### src/design/srcp_pkg.sv
`timescale 1ns / 1ps
// Shared constants, types and pipeline depths for the segment rotate/clip/project block.
// No dependencies; all other design files import this package.
package srcp_pkg;

   localparam int FRAC_BITS      = 16;
   localparam int TRIG_FRAC_BITS = 14;
   localparam int COORD_W        = 32;
   localparam int TRIG_W         = 16;
   localparam int SIZE_W         = 13;
   localparam int PIX_W          = 16;
   localparam int CSR_ADDR_W     = 3;
   localparam int CSR_DATA_W     = 16;

   localparam logic [CSR_ADDR_W-1:0] CSR_SCREEN_WIDTH  = CSR_ADDR_W'(0);
   localparam logic [CSR_ADDR_W-1:0] CSR_SCREEN_HEIGHT = CSR_ADDR_W'(1);
   localparam logic [CSR_ADDR_W-1:0] CSR_COS_ABOUT_Z   = CSR_ADDR_W'(2);
   localparam logic [CSR_ADDR_W-1:0] CSR_SIN_ABOUT_Z   = CSR_ADDR_W'(3);
   localparam logic [CSR_ADDR_W-1:0] CSR_COS_ABOUT_Y   = CSR_ADDR_W'(4);
   localparam logic [CSR_ADDR_W-1:0] CSR_SIN_ABOUT_Y   = CSR_ADDR_W'(5);
   localparam logic [CSR_ADDR_W-1:0] CSR_COS_ABOUT_X   = CSR_ADDR_W'(6);
   localparam logic [CSR_ADDR_W-1:0] CSR_SIN_ABOUT_X   = CSR_ADDR_W'(7);

   localparam logic [SIZE_W-1:0]         WIDTH_RST  = SIZE_W'(640);
   localparam logic [SIZE_W-1:0]         HEIGHT_RST = SIZE_W'(480);
   localparam logic signed [TRIG_W-1:0]  TRIG_ONE   = TRIG_W'(1) << TRIG_FRAC_BITS;
   localparam logic signed [COORD_W-1:0] NEAR_ONE   = COORD_W'(1) << FRAC_BITS;

   // pipeline depths
   localparam int ROT_STAGES   = 3;
   localparam int CLIP_Q_BITS  = FRAC_BITS + 1;
   localparam int CLIP_STAGES  = CLIP_Q_BITS + 3;
   localparam int PROJ_Q_BITS  = PIX_W - 1;
   localparam int PROJ_STAGES  = PROJ_Q_BITS + 3;
   localparam int PIPE_DEPTH   = ROT_STAGES + CLIP_STAGES + PROJ_STAGES;

   typedef struct packed {
      logic signed [COORD_W-1:0] x;
      logic signed [COORD_W-1:0] y;
      logic signed [COORD_W-1:0] z;
   } point_type;

   typedef struct packed {
      logic signed [TRIG_W-1:0] cos_z;
      logic signed [TRIG_W-1:0] sin_z;
      logic signed [TRIG_W-1:0] cos_y;
      logic signed [TRIG_W-1:0] sin_y;
      logic signed [TRIG_W-1:0] cos_x;
      logic signed [TRIG_W-1:0] sin_x;
   } trig_type;

endpackage

### src/design/srcp_project.sv
`timescale 1ns / 1ps
// Projection of one coordinate: floor(size*(c+z)/(2z)) saturated to 16 bits,
// multiply stage, setup stage, one quotient bit per stage, result stage. Depends on srcp_pkg.
module srcp_project (
   input  logic                                clock,
   input  logic                                en,
   input  logic signed [srcp_pkg::COORD_W-1:0] coord,
   input  logic signed [srcp_pkg::COORD_W-1:0] depth,
   input  logic [srcp_pkg::SIZE_W-1:0]         size,
   output logic signed [srcp_pkg::PIX_W-1:0]   pix
);
   import srcp_pkg::*;

   localparam int SUM_W  = COORD_W + 1;
   localparam int N_W    = SIZE_W + 1 + SUM_W;
   localparam int M_W    = N_W - 1;
   localparam int D_W    = COORD_W + 1;
   localparam int Q_BITS = PROJ_Q_BITS;
   localparam int REM_W  = D_W + Q_BITS;

   typedef struct packed {
      logic              neg;
      logic              ovf;
      logic [D_W-1:0]    den;
      logic [REM_W-1:0]  rem;
      logic [Q_BITS-1:0] q;
   } pdiv_type;

   logic signed [N_W-1:0]     num_ff, num_in;
   logic signed [COORD_W-1:0] z_ff;
   pdiv_type                  pd_ff [0:Q_BITS];
   pdiv_type                  pd_in [0:Q_BITS];
   logic signed [PIX_W-1:0]   pix_ff, pix_in;

   always_comb begin
      logic signed [SUM_W-1:0] s;
      s      = {coord[COORD_W-1], coord} + {depth[COORD_W-1], depth};
      num_in = N_W'($signed({1'b0, size})) * N_W'(s);
   end

   // floor for negative n: -floor((-n-1)/d) - 1, i.e. ~n in, ~q out
   always_comb begin
      logic [M_W-1:0] m;
      logic [D_W-1:0] d2;
      m  = num_ff[N_W-1] ? ~num_ff[M_W-1:0] : num_ff[M_W-1:0];
      d2 = {z_ff, 1'b0};
      pd_in[0].neg = num_ff[N_W-1];
      pd_in[0].den = d2;
      pd_in[0].rem = REM_W'(m);
      pd_in[0].ovf = REM_W'(m) >= (REM_W'(d2) << Q_BITS);
      pd_in[0].q   = '0;
   end

   for (genvar i = 0; i < Q_BITS; i++) begin : g_div
      localparam int SH = Q_BITS - 1 - i;
      always_comb begin
         logic [REM_W-1:0] dsh;
         logic             ge;
         dsh          = REM_W'(pd_ff[i].den) << SH;
         ge           = pd_ff[i].rem >= dsh;
         pd_in[i+1]   = pd_ff[i];
         pd_in[i+1].rem = ge ? pd_ff[i].rem - dsh : pd_ff[i].rem;
         pd_in[i+1].q   = pd_ff[i].q | (Q_BITS'(ge) << SH);
      end
   end

   always_comb begin
      logic [PIX_W-1:0] qx;
      qx = {1'b0, pd_ff[Q_BITS].q};
      if (pd_ff[Q_BITS].ovf) begin
         pix_in = pd_ff[Q_BITS].neg ? {1'b1, {(PIX_W-1){1'b0}}} : {1'b0, {(PIX_W-1){1'b1}}};
      end else begin
         pix_in = pd_ff[Q_BITS].neg ? ~qx : qx;
      end
   end

   always_ff @(posedge clock) begin
      if (en) begin
         num_ff <= num_in;
         z_ff   <= depth;
         for (int k = 0; k <= Q_BITS; k++) begin
            pd_ff[k] <= pd_in[k];
         end
         pix_ff <= pix_in;
      end
   end

   assign pix = pix_ff;

endmodule

### config.mk
export PLATFORM = sky130hd
export DESIGN_NAME = srcp_project
export DESIGN_NICKNAME = d
export VERILOG_FILES = /design/src/design/srcp_pkg.sv /design/src/design/srcp_project.sv
export SDC_FILE = /design/constraint.sdc
export NUM_CORES = 2
export LEC_CHECK = 0
export CAP_MARGIN = 20
export CORE_MARGIN = 1
export CORE_UTILIZATION = 65
export DETAILED_ROUTE_END_ITERATION = 16
export DONT_BUFFER_PORTS = 1
export PLACE_DENSITY_LB_ADDON = 0.1
export SLEW_MARGIN = 20
export SYNTH_ARGS = -nofsm -noshare
export SYNTH_HDL_FRONTEND = slang
export SYNTH_SLANG_ARGS = --single-unit
### constraint.sdc
create_clock -name clock -period 16.5 [get_ports clock]
set_clock_uncertainty 0.15 [all_clocks]
set_input_delay 3.3 -clock clock [delete_from_list [all_inputs] [get_ports clock]]
set_output_delay 3.3 -clock clock [all_outputs]
set_load 0.01 [all_outputs]
## After elaboration in Yosys (flattened, before gate mapping)

Memory sizes are Yosys's and may differ from the RTL's.
Index checks and enable logic that the tools add are counted.

- Bits in registers: 95
- Bits of input ports: 79
- Bits in writable memories: 1568
- Output and inout port bits: 16
- Memories kept: 1

- Magnitude comparators: 16
- Bitwise operators: 17
- $mul: 1
- Mux-type cells: 21
- Add/sub/neg operators: 16

Memories:

| memory | depth | bits a word | rd ports | clocked after memory_dff | write ports | line | RTL |
|---|---|---|---|---|---|---|---|
| pd_ff | 16 | 98 | 16 | 0 | 16 | srcp_project.sv:31 | `pdiv_type pd_ff [0:Q_BITS];` |

Operator list:

| operator | number |
|---|---|
| $mux 48 | 15 |
| $ge 46x48->1 | 1 |
| $ge 48x33->1 | 1 |
| $ge 48x34->1 | 1 |
| $ge 48x35->1 | 1 |
| $ge 48x36->1 | 1 |
| $ge 48x37->1 | 1 |
| $ge 48x38->1 | 1 |
| $ge 48x39->1 | 1 |
| $ge 48x40->1 | 1 |
| $ge 48x41->1 | 1 |
| $ge 48x42->1 | 1 |
| $ge 48x43->1 | 1 |
| $ge 48x44->1 | 1 |
| $ge 48x45->1 | 1 |
| $ge 48x46->1 | 1 |
| $ge 48x47->1 | 1 |
| $mux 16 | 3 |
| $sub 48x33->48 | 1 |
| $sub 48x34->48 | 1 |
| $sub 48x35->48 | 1 |
| $sub 48x36->48 | 1 |
| $sub 48x37->48 | 1 |
| $sub 48x38->48 | 1 |
| 30 further kinds | 31 |

## Longest topological paths before layout

An unclocked memory read counts as a cell.

- Depth in word-level cells: 4
- Depth in mapped cells: 35

## Least setup slack after synthesis

Ideal clock, no wire load.

- Path type: input -> register
- From: in coord[0] (netlist name)
- To: reg num_ff[46], data pin
- Data required time: 16025 ps
- Cell stages on the path: 35
- Data arrival time: 10956 ps
- Library setup time: 325 ps
- Setup slack: 5068 ps
- Path buffers: 2
- Path through: ha_1 -> inv_1 -> fa_1 -> nand2b_1 -> a21oi_1 -> o22ai_1 -> a21oi_1 -> a31oi_1 -> nand3_1 -> a311oi_1 -> a21oi_1 -> clkbuf_1 -> nor2b_1 -> fa_1 -> inv_1 -> fa_1 -> inv_1 -> fa_1 -> fa_1 -> fa_1 -> inv_1 -> fa_1 -> inv_1 -> ha_1 -> clkbuf_1 -> a21o_1 -> a21o_1 -> a21o_1 -> a21o_1 -> a21oi_1 -> o21ai_0 -> nor3_1 -> a21oi_1 -> xnor2_1 -> xnor2_1

- Cells in the longest elaborated chain, start to end: 2

RTL lines:

| what | line | RTL |
|---|---|---|
| from (decl) | srcp_project.sv:7 | `input logic signed [srcp_pkg::COORD_W-1:0] coord,` |
| $add 32x32->33 | srcp_project.sv:37 | `s = {coord[COORD_W-1], coord} + {depth[COORD_W-1], depth};` |
| $mul 14x33->47 | srcp_project.sv:38 | `num_in = N_W'($signed({1'b0, size})) * N_W'(s);` |
| named net num_in[46] | srcp_project.sv:29 | `logic signed [N_W-1:0] num_ff, num_in;` |
| to (signal assigned) | srcp_project.sv:79 | `num_ff <= num_in;` |
| to (decl) | srcp_project.sv:29 |  |

The timed path passes the listed nets, and every way through them passes these cells.
A chain may end at the register's enable or synchronous reset.

## Worst setup path in the final report

- From: in coord[1] (netlist name)
- To: reg num_ff[44], data pin

The elaborated chain is that of the path after synthesis.

==> metrics.txt <==
Synth Net Count=9788; Syn Inst Count=8656; core area=143000 µm²; routability cong.=0.957; total global routing overflow=0; post-layout minimum cycle time=12150 ps; r2r setup slk=11260 ps; status=finished, final reports clean; cts bufs inserted=154; hold buffers post-CTS=0; CP startpoint=coord[1]; Seq/Total Area, Yosys=46.3%; count of cell types in the netlist=107; Final Hold Vio Count=0; nets=9765; Worst-path clk slew=60 ps; most common cell after layout, fill and taps aside=edfxtp_1; via count=62900; final WL=206 mm; Worst EP arrival=12490 ps; cell mode on critical path=fa_1; critical path required time=16850 ps; predominant post-synthesis flop cell=edfxtp_1; ANT nets after route=0; post-layout util=70.6%; Slowest cell on crit path=xor2_1; DR WL/cell=19.3 µm; Reg2Reg Depth=12; fin crit share=73.6%; Slew headroom=19.2%; RSZ-0062 raised after global routing=no; clock sink total=1445; Iteration-0 DRC Markers=3808; Worst Hold Class=register to register; DR vias/cell=5.90; Avg Inst Size Synth=10.8 µm²; share of cells above drive strength 1=5.36%; Port Buffers=0; most frequent cells in the layout=edfxtp_1 (1445), inv_1 (1089), nand2_1 (753), a21oi_1 (658), ha_1 (649); CP endpoint kind=register; max-cap violation count=0; depth of the CTS H-tree=4; CP Launch Type=primary input; final setup vio count=0; CP max FO=13; Synth Warn #=0; FF+latch count, synth=1445; Horiz. Die Dim=382 µm; Resized Gates After CTS=0; first-pass GRT wire length=327 mm; Setup Fix Bufs, Post-CTS=0; deepest clock path buffer count=3; Setup CP Type=primary input to register; cell area after synthesis=93800 µm²; Max Clk Rate=82.3 MHz; Final Max Slew Viols=0; DRC=0; CP max stage delay=900 ps; Top-Level Pins=95; Area Growth Syn to Fin=7.81%; final setup TNS=0 ps; clock latency on the worst-skew pair=780 ps; post-synthesis async set-or-reset flop share=0%; crit path to=num_ff[44]; R2R Path End=pd_ff[11][57]; Post-synth EDFFs=1445; die area=146000 µm²; CTS tree=built; initial antenna violation count=5; largest net degree at the start of global routing=259; Tot GR Track Use=28.3%; Pre-antenna DRT Iters=6; vias in the first global route=65500; root buf cell=clkbuf_16; Vert. Die Dim=382 µm; RR Startpoint=pd_ff[10][92]; row cnt=139; Detail Placement HPWL=158 mm; worst-margin pin slew=1200 ps; Starting Density=65.4%
final cells by class:
class / instances / area (µm²)
clock inverter: 88 / 1100
inverter: 1091 / 4100
timing repair buffer: 61 / 658
sequential: 1445 / 43400
multi-input combinational: 5880 / 45500
tap: 1903 / 2380
antenna: 2 / 5.00
fill: 10000 / 42200
clock buffer: 192 / 4000
flip-flops by register name, summed over array words and instances, names as in the netlist:
register and flops:
num_ff 47, pd_ff 1350, pix 16, z_ff 32
cell usage after synthesis, types with 12 or more instances:
| master | n | share of area, % |
|---|---|---|
| o31a_1 | 20 | 0.19 |
| o41ai_1 | 13 | 0.12 |
| o211ai_1 | 43 | 0.34 |
| clkbuf_1 | 192 | 0.77 |
| nor4_1 | 51 | 0.34 |
| nand2_1 | 753 | 3.0 |
| a21o_1 | 277 | 2.2 |
| nand2b_1 | 76 | 0.51 |
| a21boi_0 | 17 | 0.14 |
| nor2_1 | 490 | 2.0 |
| or4_1 | 17 | 0.14 |
| and2_1 | 199 | 1.3 |
| or3_1 | 42 | 0.28 |
| ha_1 | 649 | 8.7 |
| nor2b_1 | 80 | 0.53 |
| and4_1 | 15 | 0.14 |
| a31oi_1 | 45 | 0.30 |
| edfxtp_1 | 1445 | 46 |
| a221oi_1 | 12 | 0.11 |
| o22ai_1 | 14 | 0.093 |
| nand3_1 | 120 | 0.64 |
| o2111ai_1 | 15 | 0.14 |
| nand4_1 | 94 | 0.63 |
| xor2_1 | 278 | 2.6 |
| a2111oi_0 | 14 | 0.13 |
| xnor2_1 | 336 | 3.1 |
| buf_2 | 29 | 0.15 |
| o21ai_0 | 434 | 2.3 |
| o21a_1 | 84 | 0.67 |
| a211o_1 | 13 | 0.12 |
| a211oi_1 | 56 | 0.45 |
| o21bai_1 | 64 | 0.51 |
| or2_2 | 28 | 0.19 |
| inv_1 | 1089 | 4.4 |
| a21oi_1 | 659 | 3.5 |
| a31o_2 | 16 | 0.15 |
| mux2_2 | 71 | 0.85 |
| and3_1 | 24 | 0.16 |
| fa_1 | 404 | 8.6 |
| o31ai_1 | 37 | 0.30 |
| nor3_1 | 125 | 0.67 |
worst min-delay path by stage:
stage | cells past startpoint | from | end | slack (ps)
final | 0 | pd_ff[5][96] | pd_ff[6][96] | 240
after global routing | 0 | pd_ff[5][96] | pd_ff[6][96] | 250
after CTS | 0 | pd_ff[5][96] | pd_ff[6][96] | 240
after detailed placement | 0 | pd_ff[10][14] | pd_ff[11][14] | 250
after global placement | 0 | pd_ff[13][13] | pd_ff[14][13] | 250
after floorplan | 0 | pd_ff[9][10] | pd_ff[10][10] | 250
critical path, delay by kind of cell:
kind	cells	cell delay [ps]
buffers and inverters	3	140
adders and majority gates	8	3780
AOI/OAI and AO/OA	6	1850
and+or+nand+nor	8	2320
xor gates and xnor gates	2	1060
through the flow:
step / hold WS (ps) / setup WS (ps) / instances / area, µm²
after floorplan: 250 / 5070 / 8656 / 93800
after global placement: 251 / 3740 / 10400 / 95900
after detailed placement: 255 / 3660 / 10400 / 95900
after CTS: 243 / 4430 / 10700 / 101000
after global routing: 251 / 3850 / 10700 / 101000
final: 241 / 4350 / 10700 / 101000
cell families after synthesis:
logic type               synth area share (%)
XOR/XNOR                                 5.75
AO/OA/AOI/OAI                            13.2
buffers and inverters                    5.43
AND/OR/NAND/NOR                          11.1
flip-flops                               46.3
adder cells (fa/ha/maj)                  17.3
multiplexers                            0.977
per-layer routing:
metal	up-vias	wire length (µm)	GRT usage, %
met4	2	15800	20.2
met5	-	14	0
met2	1606	113000	55.7
met3	647	6900	3.54
met1	30300	69800	26.5
li1	30400	-	-
Power is not shown: default switching activity piles up to over one toggle a cycle in this logic, so the estimate is an artifact.
